$ cat src/gmbe_pkg.sv
// Shared types and constants for the Gilbert-Moore byte encoder.
`default_nettype none
package gmbe_pkg;
  localparam int unsigned SymbolCount = 256;
  localparam int unsigned CountBits   = 24;
  localparam int unsigned CodeBits    = 25;
  localparam int unsigned LenBits     = 5;
  localparam int unsigned PresBits    = 9;
  localparam logic [7:0]  OrderFlip   = 8'h80;

  typedef enum logic [1:0] {
    KIND_COUNT  = 2'd0,
    KIND_BUILD  = 2'd1,
    KIND_ENCODE = 2'd2,
    KIND_CLEAR  = 2'd3
  } kind_e;

  typedef enum logic [1:0] {
    ST_OK       = 2'd0,
    ST_ABSENT   = 2'd1,
    ST_NOTBUILT = 2'd2,
    ST_OVERFLOW = 2'd3
  } status_e;

  // Back end sequencer states.
  typedef enum logic [2:0] {
    S_IDLE, S_ENC, S_CNT, S_BREAD, S_BLEN, S_BDIV, S_BWR
  } eng_state_e;

  typedef struct packed {
    kind_e      kind;
    logic [7:0] symbol;
  } cmd_t;

  typedef struct packed {
    logic [CodeBits-1:0] codeword;
    logic [LenBits-1:0]  code_length;
    status_e             status;
    logic [PresBits-1:0] distinct_symbols;
  } result_t;
endpackage
`default_nettype wire

$ cat src/gmbe_cmd_fifo.sv
// Short command queue between the front and the back of the encoder.
`default_nettype none
module gmbe_cmd_fifo (
  input  wire logic          clk_i,
  input  wire logic          rst_ni,
  input  wire logic          wr_i,
  input  gmbe_pkg::cmd_t     wdata_i,
  output logic               full_o,
  input  wire logic          rd_i,
  output gmbe_pkg::cmd_t     rdata_o,
  output logic               empty_o
);
  gmbe_pkg::cmd_t mem_q [4];
  logic [1:0] wp_q, rp_q;
  logic [2:0] cnt_q;

  assign full_o  = cnt_q == 3'd4;
  assign empty_o = cnt_q == 3'd0;
  assign rdata_o = mem_q[rp_q];

  always_ff @(posedge clk_i) begin
    if (wr_i && !full_o) mem_q[wp_q] <= wdata_i;
  end

  always_ff @(posedge clk_i or negedge rst_ni) begin
    if (!rst_ni) begin
      wp_q <= '0; rp_q <= '0; cnt_q <= '0;
    end else begin
      if (wr_i && !full_o) wp_q <= wp_q + 2'd1;
      if (rd_i && !empty_o) rp_q <= rp_q + 2'd1;
      cnt_q <= cnt_q + 3'((wr_i && !full_o)) - 3'((rd_i && !empty_o));
    end
  end

  assert property (@(posedge clk_i) disable iff (!rst_ni) full_o |-> !empty_o)
    else $error("fifo full and empty");
  assert property (@(posedge clk_i) disable iff (!rst_ni)
    (rd_i && !empty_o && !(wr_i && !full_o)) |=> !full_o)
    else $error("fifo full after pop");
  assert property (@(posedge clk_i) disable iff (!rst_ni) cnt_q <= 3'd4)
    else $error("fifo count out of range");
endmodule
`default_nettype wire

$ cat config.mk
export PLATFORM = sky130hd
export DESIGN_NAME = gmbe_cmd_fifo
export DESIGN_NICKNAME = d
export VERILOG_FILES = /design/src/gmbe_pkg.sv /design/src/gmbe_cmd_fifo.sv
export SDC_FILE = /design/constraint.sdc
export NUM_CORES = 1
export LEC_CHECK = 0
export BUFFER_PORTS_ARGS = -buffer_cell sky130_fd_sc_hd__buf_2
export CAP_MARGIN = 20
export CORE_UTILIZATION = 56
export DETAILED_ROUTE_END_ITERATION = 7
export PLACE_DENSITY = 0.89
export SLEW_MARGIN = 30
export SYNTH_ARGS = -nofsm -noshare
export SYNTH_HDL_FRONTEND = slang
export SYNTH_SLANG_ARGS = --single-unit
$ cat constraint.sdc
create_clock -name clk_i -period 2.6 [get_ports clk_i]
set_input_delay 0.39 -clock clk_i [delete_from_list [all_inputs] [get_ports clk_i]]
set_output_delay 0.39 -clock clk_i [all_outputs]
set_load 0.05 [all_outputs]
==> results of run 1 <==
-- cell usage in the layout, fill, tap and decap left out --
cell and count:
ha_1 6, o31ai_1 1, clkbuf_4 5, nor3b_4 1
nand4bb_1 2, inv_1 6, nor3_1 1, clkinvlp_4 1
edfxtp_1 40, nand2_1 1, clkinv_4 1, nand2b_1 4
o211ai_1 2, fa_1 1, buf_2 25, mux4_1 2
buf_4 1, clkbuf_8 1, dlygate4sd3_1 1, o311ai_1 1
mux4_2 8, dfrtp_1 7, and3b_1 4, xnor2_1 4
-- state kept, by name, summed over array words and instances, names as in the netlist --
signal  cells
mem_q      40
rp_q        2
wp_q        2
cnt_q       3
-- worst max-delay path, cell delays in order, from the launching register on --
cell	delay, ps
dfrtp_1	590
buf_4	250
mux4_2	510
buf_2	230
-- path summary, 6_finish.rpt --
path                                  from          end  slack [ps]  depth (start not counted)
worst max-delay path               rp_q[0]   rdata_o[1]         270                          3
worst min-delay path            wdata_i[3]  mem_q[1][3]         230                          1
worst max register to register    cnt_q[1]     cnt_q[2]         280                          8
worst min register to register     wp_q[1]      wp_q[1]         660                          2
max in group asynchronous           rst_ni     cnt_q[1]        2080                          2
min in group asynchronous           rst_ni      rp_q[1]         360                          2
-- cells by family after synthesis --
| logic type | count (synthesis) | synth area share [%] |
|---|---|---|
| buffers and inverters | 8 | 2.020 |
| flip-flops | 47 | 71.71 |
| XOR/XNOR | 4 | 1.825 |
| AND/OR/NAND/NOR | 13 | 5.736 |
| AO/OA/AOI/OAI | 4 | 1.630 |
| multiplexers | 10 | 12.12 |
| adder cells (fa/ha/maj) | 7 | 4.954 |
-- cells in the mapped netlist --
cell	instances	area, µm²
o31ai_1	1	7.510
and3b_1	4	35.03
nand2b_1	4	25.02
o311ai_1	1	8.760
mux4_2	8	180.2
buf_6	1	11.26
nor3_1	1	5.000
nor3b_4	1	18.77
ha_1	6	75.07
xnor2_1	4	35.03
buf_2	1	5.000
fa_1	1	20.02
o211ai_1	2	15.01
edfxtp_1	40	1201
nand2_1	1	3.750
mux4_1	2	52.55
nand4bb_1	2	22.52
inv_1	6	22.52
dfrtp_1	7	175.2
-- power groups by stage --
stage / Clock [mW] / Sequential [mW] / Combinational, mW
finish: 0.361 / 1.18 / 1.11
floorplan: 0 / 1.11 / 0.943
detailed placement: 0 / 1.20 / 1.12
global placement: 0 / 1.17 / 1.08
global route: 0.405 / 1.20 / 1.19
CTS: 0.366 / 1.18 / 1.12
-- area by class of cell --
cell class / instances / area, µm² / area share [%]
inverter: 6 / 22.52 / 1.039
timing repair buffer: 27 / 142.6 / 6.578
sequential: 47 / 1376 / 63.47
clock buffer: 6 / 51.30 / 2.366
clock inverter: 2 / 16.27 / 0.7501
tap: 44 / 55.05 / 2.539
multi-input combinational: 38 / 504.2 / 23.25
-- per-layer routing --
layer	up-vias	track usage [%]	share of wire [%]
li1	438	-	-
met1	471	22.27	40
met2	25	33.91	53
met3	8	4.051	3.7
met4	0	13.64	3.1
met5	-	0	0
-- per-stage QoR --
stage | utilization, % | setup WS, ps
detailed placement | 66.31 | 285.5
finish | 68.77 | 267.3
global placement | 66.31 | 460.7
floorplan | - | 268.4
global route | 68.77 | 143.2
CTS | 68.77 | 232.1
==> flow_metrics.tcl, run 1 <==
set metrics [dict create \
    cts-buffers-inserted 5 \
    p_clk_share_pct 13.7 \
    status "finished, final reports clean" \
    power.switching_mw 1.098 \
    slew_headroom_pct 65.01 \
    grt_overflow 0 \
    cts.repair.resized 0 \
    synthCells 93 \
    cap_violations 0 \
    placement.io_buffers 25 \
    hpwl_mm 2.146 \
    syn_area_um2 1919 \
    die_w_um 60.55 \
    ys_ff_latch 47 \
    drt_pre_antenna_iters 4 \
    die_h_um 60.55 \
    drt-initial-drc-count 19 \
    fillers 218 \
    setup_violations 0 \
    fin_area_um2 2168 \
    yosysUniqueCellTypes 19 \
    intPower_mw 1.546 \
    power.total_mw 2.645 \
    initial_core_util_pct 60.87 \
    syn_area_per_cell_um2 20.64 \
    grt_max_degree 16 \
    syn-num-nets 114 \
    hold-worst-slack_ps 233.7 \
    final.setup.tns_ps 0 \
    pwr-share-comb_pct 41.8 \
    yosysSeqAreaShare_pct 71.71 \
    num_antenna_cells 0 \
    hp-class "in -> reg" \
    period_needed_ps 2333 \
    via_count 942 \
    clk_pin_slew_ps 140 \
    post_cts_buffers 0 \
    grt_use_total_pct 19.79 \
    tightest_slew_ps 524.9 \
    peakVddDrop_mv 0.6131 \
    nets 146 \
    place_inst 161 \
    ios 26 \
    p_sw_share_pct 41.53 \
    area_delta_synth_final_pct 12.97 \
    drc 0 \
    root_buffer "clkbuf_4" \
    max_freq_ghz 0.4287 \
    crit_type "reg -> out" \
    yosysWarnings 0 \
    grt_setup_unrepaired "false" \
    cts_tree "yes" \
    grt_pass1_vias 986 \
    cts_hold_buf 1 \
    grt_pass1_wl_mm 4.629 \
    arrival_ps 1940 \
    rows 20 \
    dpl-instance-area_um2 2091 \
    final_max_slew_viol_count 0 \
    clock_path_buffers 2 \
    finalCritPeriodShare_pct 89.72 \
    drive_gt1_share_pct 34.13 \
    insertion_delay_ps 360 \
    startpoint_type "flip-flop" \
    power_density_nw_per_um2 1220 \
    p_leak_nw 0.8102 \
    core_um2 3153 \
    seqPwrFrac_pct 44.5 \
    antenna_found_initial 0 \
    dieArea_um2 3666 \
    drt-total-wl_mm 3.014 \
    hold_viol_final 0 \
    via_per_inst 5.541 \
    final_cells 170 \
    fin_skew_ps 8.832 \
    endpoint_kind "output pin" \
    cp.required_ps 2210 \
    clock-sinks 47 \
    postRouteAntennaNets 0 \
    gp_congestion 0.7817 \
    h-tree-depth 2 \
    wire_per_inst_um 17.73 \
    critPathMaxFanout 7 \
]
(Power assumes the default switching activity.)
==> run 2, diff against run 1 <==
- CORE_UTILIZATION: 56 -> 50
- PLACE_DENSITY: 0.89 -> 0.85
- clock period: 2.6 -> 2 ns (I/O delays scaled with it)
==> flow_metrics.tcl, run 2 (synthesized netlist as in run 1, its figures left out) <==
set metrics [dict create \
    h-tree-depth 2 \
    grt_max_degree 16 \
    final_max_slew_viol_count 0 \
    clock_path_buffers 2 \
    drt_pre_antenna_iters 4 \
    drc 0 \
    hpwl_mm 2.154 \
    drive_gt1_share_pct 44.93 \
    cts-buffers-inserted 5 \
    layout_commonest_cell "edfxtp_1" \
    via_count 981 \
    max_freq_ghz 0.4997 \
    grt_setup_unrepaired "true" \
    critical-path-top-delay-family "adder cells" \
    setup_violations 1 \
    clk_pin_slew_ps 80 \
    final.setup.tns_ps -1.131 \
    startpoint_type "flip-flop" \
    cp.required_ps 2190 \
    drt-total-wl_mm 3.053 \
    final_cells 186 \
    gp_congestion 0.7080 \
    placement.io_buffers 25 \
    grt_pass1_vias 1016 \
    drt-initial-drc-count 44 \
    hold_viol_final 0 \
    place_inst 175 \
    largest_register_ffs 40 \
    cp_slowest_cell "dfrtp_1" \
    postRouteAntennaNets 0 \
    largest-register "mem_q" \
    insertion_delay_ps 290 \
    fin_ws_ps -1.131 \
    p_leak_nw 0.8854 \
    reg_top3 "mem_q x40, cnt_q x3" \
    antenna_found_initial 0 \
    wire_per_inst_um 16.41 \
    grt_use_total_pct 16.79 \
    clock-sinks 47 \
    multi_input_area_um2 538.0 \
    rows 22 \
    critical-path-max-stage-delay_ps 430 \
    critPathBufInv 2 \
    fin_skew_ps 3.121 \
    finalCritPeriodShare_pct 100.1 \
    status "finished with violations" \
    hp-class "in -> reg" \
    cap_violations 0 \
    hold-worst-slack_ps 214.5 \
    grt_pass1_wl_mm 4.981 \
    die_h_um 63.96 \
    period_needed_ps 2001 \
    crit_type "reg -> reg" \
    fillers 258 \
    cts_tree "yes" \
    critPathMaxFanout 6 \
    ios 26 \
    area_delta_synth_final_pct 21.45 \
    nets 158 \
    arrival_ps 2190 \
    grt_overflow 0 \
    die_w_um 63.96 \
    initial_core_util_pct 52.43 \
    root_buffer "clkbuf_8" \
    failed_checks "setup timing" \
    endpoint_kind "flip-flop" \
    final_cell_mix "40 x edfxtp_1, 24 x buf_2, 12 x buf_4" \
    peakVddDrop_mv 0.9437 \
    power_density_nw_per_um2 1605 \
    core_um2 3661 \
    worstPathCellList "buf_6 -> nor3b_4 -> nand2b_4 -> ha_1 -> inv_1 -> ha_2 -> fa_2 -> xnor2_2 -> xnor2_1" \
    num_antenna_cells 0 \
    via_per_inst 5.274 \
    regArea_um2 1379 \
    dieArea_um2 4090 \
    slew_headroom_pct 66.88 \
    tightest_slew_ps 496.9 \
]
run 2: cell count changes in the layout (fill, tap and decap cells not counted), moves of 2 or more:
cell,delta
buf_4,+11
clkbuf_4,-5
clkbuf_8,+4
buf_6,+2
dfrtp_1,-2
dfrtp_2,+2
run 2: cell type report:
| type | instances | area share (%) |
|---|---|---|
| inverter | 6 | 0.9662 |
| multi-input combinational | 38 | 23.08 |
| clock inverter | 3 | 0.8588 |
| sequential | 47 | 59.15 |
| timing repair buffer | 39 | 10.41 |
| clock buffer | 5 | 2.952 |
| tap | 48 | 2.576 |
run 2: power breakdown:
group	switching (mW)	total, mW	internal (mW)
Sequential	0.166	1.49	1.32
Clock	0.304	0.547	0.243
Combinational	1.02	1.71	0.686
Total	1.49	3.74	2.25
run 2: stage by stage:
stage,power (mW),cell area (µm²),setup WS [ps],util (%)
2_1_floorplan,2.679,1926,-231.3,-
3_3_place_gp,3.043,2177,90.21,59.47
3_5_place_dp,3.123,2177,-21.47,59.47
4_1_cts,3.695,2287,8.314,62.47
5_1_grt,3.938,2331,-59.55,63.67
6_report,3.741,2331,-1.131,63.67
run 2: timing repair:
action | in CTS | in global routing
resized for setup | 3 | 5
gates cloned | 0 | 0
hold buffers | 1 | 0
pin swaps | 0 | 2
endpoints found under the hold margin | 7 | 0
setup buffers | 0 | 2
setup endpoints to repair | 2 | 5
run 2: metal layers:
layer	routed length [µm]	share of wire, %	track usage (%)	vias to the layer above
met5	0	0	0	-
li1	-	-	-	457
met4	23	0.75	5.114	0
met1	1305	43	20.57	498
met3	123	4.0	4.821	2
met2	1601	52	28.72	24
run 2: path summary, 6_finish.rpt:
check                                start          end  slack [ps]  depth (start not counted)
worst max-delay path              cnt_q[1]     cnt_q[2]          -1                          9
worst min-delay path            wdata_i[6]  mem_q[2][6]         210                          1
worst max register to register    cnt_q[1]     cnt_q[2]          -1                          9
worst min register to register     rp_q[0]      rp_q[0]         610                          2
max in group asynchronous           rst_ni     cnt_q[0]        1480                          2
min in group asynchronous           rst_ni     cnt_q[1]         360                          2
==> run 3, diff against run 2 <==
- SETUP_SLACK_MARGIN: unset -> 0.3
==> flow_metrics.tcl, run 3 (synthesized netlist as in run 1, its figures left out) <==
set metrics [dict create \
    via_count 1000 \
    critPathBufInv 2 \
    grt_pass1_vias 1081 \
    cp-endpoint "cnt_q[2]" \
    drt-initial-drc-count 67 \
    fin_skew_ps 3.039 \
    power_density_nw_per_um2 1756 \
    gp_congestion 0.6877 \
    final_cells 186 \
    h-tree-depth 2 \
    dieArea_um2 4090 \
    tightest_slew_ps 322.1 \
    grt_use_total_pct 17.11 \
    p_leak_nw 0.9379 \
    cts-buffers-inserted 5 \
    insertion_delay_ps 290 \
    critPathMaxFanout 5 \
    clock-sinks 47 \
    largest-register "mem_q" \
    ios 26 \
    crit_type "reg -> reg" \
    clk_pin_slew_ps 80 \
    final_max_slew_viol_count 0 \
    arrival_ps 2190 \
    cts_tree "yes" \
    grt.busiest_layer "met2" \
    grt_max_degree 15 \
    gr-usage-met2_pct 29.65 \
    grt_overflow 0 \
    endpoint_kind "flip-flop" \
    ff2ff_setup_slack_ps -10 \
    status "finished with violations" \
    fin_ws_ps -10.28 \
    hp-class "in -> reg" \
    placement.io_buffers 25 \
    use_met1_pct 20.35 \
    drive_gt1_share_pct 48.55 \
    slew_headroom_pct 78.19 \
    hold_viol_final 0 \
    cp.required_ps 2180 \
    fin_util_pct 68.42 \
    wire_per_inst_um 16.88 \
    hold-worst-slack_ps 215.7 \
    root_buffer "clkbuf_8" \
    dp_slack_ps -48.28 \
    power.total_mw 4.399 \
    via_per_inst 5.376 \
    drc 0 \
    critical-path-top-delay-family "adder cells" \
    hpwl_mm 2.053 \
    rows 22 \
    die_w_um 63.96 \
    grt_setup_unrepaired "true" \
    failed_checks "setup timing" \
    fillers 235 \
    largest_register_ffs 40 \
    reg2reg_depth 9 \
    worstPathCellList "buf_6 -> nor3b_4 -> nand2b_4 -> ha_4 -> inv_4 -> ha_4 -> fa_2 -> xnor2_2 -> xnor2_1" \
    grtUsageMet3_pct 3.750 \
    grt_pass1_wl_mm 5.002 \
    area_delta_synth_final_pct 30.51 \
    initial_core_util_pct 52.43 \
    peakVddDrop_mv 0.8238 \
    postRouteAntennaNets 0 \
    cp_slowest_cell "dfrtp_2" \
    crit_start "cnt_q[0]" \
    cap_violations 0 \
    period_needed_ps 2010 \
    r2r_start "cnt_q[0]" \
    worstReg2RegEnd "cnt_q[2]" \
    path_depth 9 \
    critical-path-max-stage-delay_ps 440 \
    setup_violations 1 \
    drt-total-wl_mm 3.139 \
    critical_path.most_common_cell "ha_4" \
    nets 158 \
    die_h_um 63.96 \
    layout_commonest_cell "edfxtp_1" \
    startpoint_type "flip-flop" \
    drt_pre_antenna_iters 4 \
    finalCritPeriodShare_pct 100.5 \
    reg_top3 "mem_q x40, cnt_q x3" \
    antenna_found_initial 0 \
    place_inst 175 \
    clock_path_buffers 2 \
    max_freq_ghz 0.4974 \
    num_antenna_cells 0 \
    core_um2 3661 \
    final_cell_mix "40 x edfxtp_1, 14 x buf_2, 10 x mux4_2, 10 x buf_8, 9 x buf_4" \
]
==> run 3: how the worst min path moves through the flow <==
stage	from	slack (ps)	cells past startpoint	end
floorplan	rst_ni	4	0	cnt_q[0]
global placement	rst_ni	140	1	wp_q[1]
detailed placement	rst_ni	140	1	wp_q[1]
CTS	wdata_i[2]	210	1	mem_q[0][2]
global route	wdata_i[6]	220	1	mem_q[3][6]
finish	wdata_i[2]	220	1	mem_q[0][2]
==> run 3: metal layers <==
layer / vias up / part of all wire [%]
met4: 0 / 1.3
li1: 453 / -
met2: 34 / 54
met3: 3 / 5.1
met1: 510 / 40
met5: - / 0
==> run 3: cell type report <==
class	instances	area [µm²]	share of cell area (%)
multi-input combinational	38	553.0	22.08
sequential	47	1380	55.09
clock buffer	6	72.57	2.897
clock inverter	2	60.06	2.398
inverter	6	25.02	0.9990
timing repair buffer	39	354.1	14.14
tap	48	60.06	2.398
==> run 3: per-stage QoR <==
stage / cell area (µm²) / setup TNS (ps)
floorplan: 1926 / -423.4
global placement: 2177 / 0
detailed placement: 2177 / -48.28
CTS: 2411 / 0
global route: 2505 / -73.91
finish: 2505 / -10.28
==> run 3: timing repair <==
action,CTS,global route
hold buffers,1,0
endpoints found under the setup margin,13,13
resized for setup,30,19
setup buffers,1,1
pin swaps,0,2
endpoints found under the hold margin,7,0
==> run 3: power by group <==
part | total (mW) | switching [mW] | internal [mW]
clock | 0.789 | 0.290 | 0.499
sequential | 1.50 | 0.180 | 1.32
combinational | 2.11 | 1.10 | 1.00
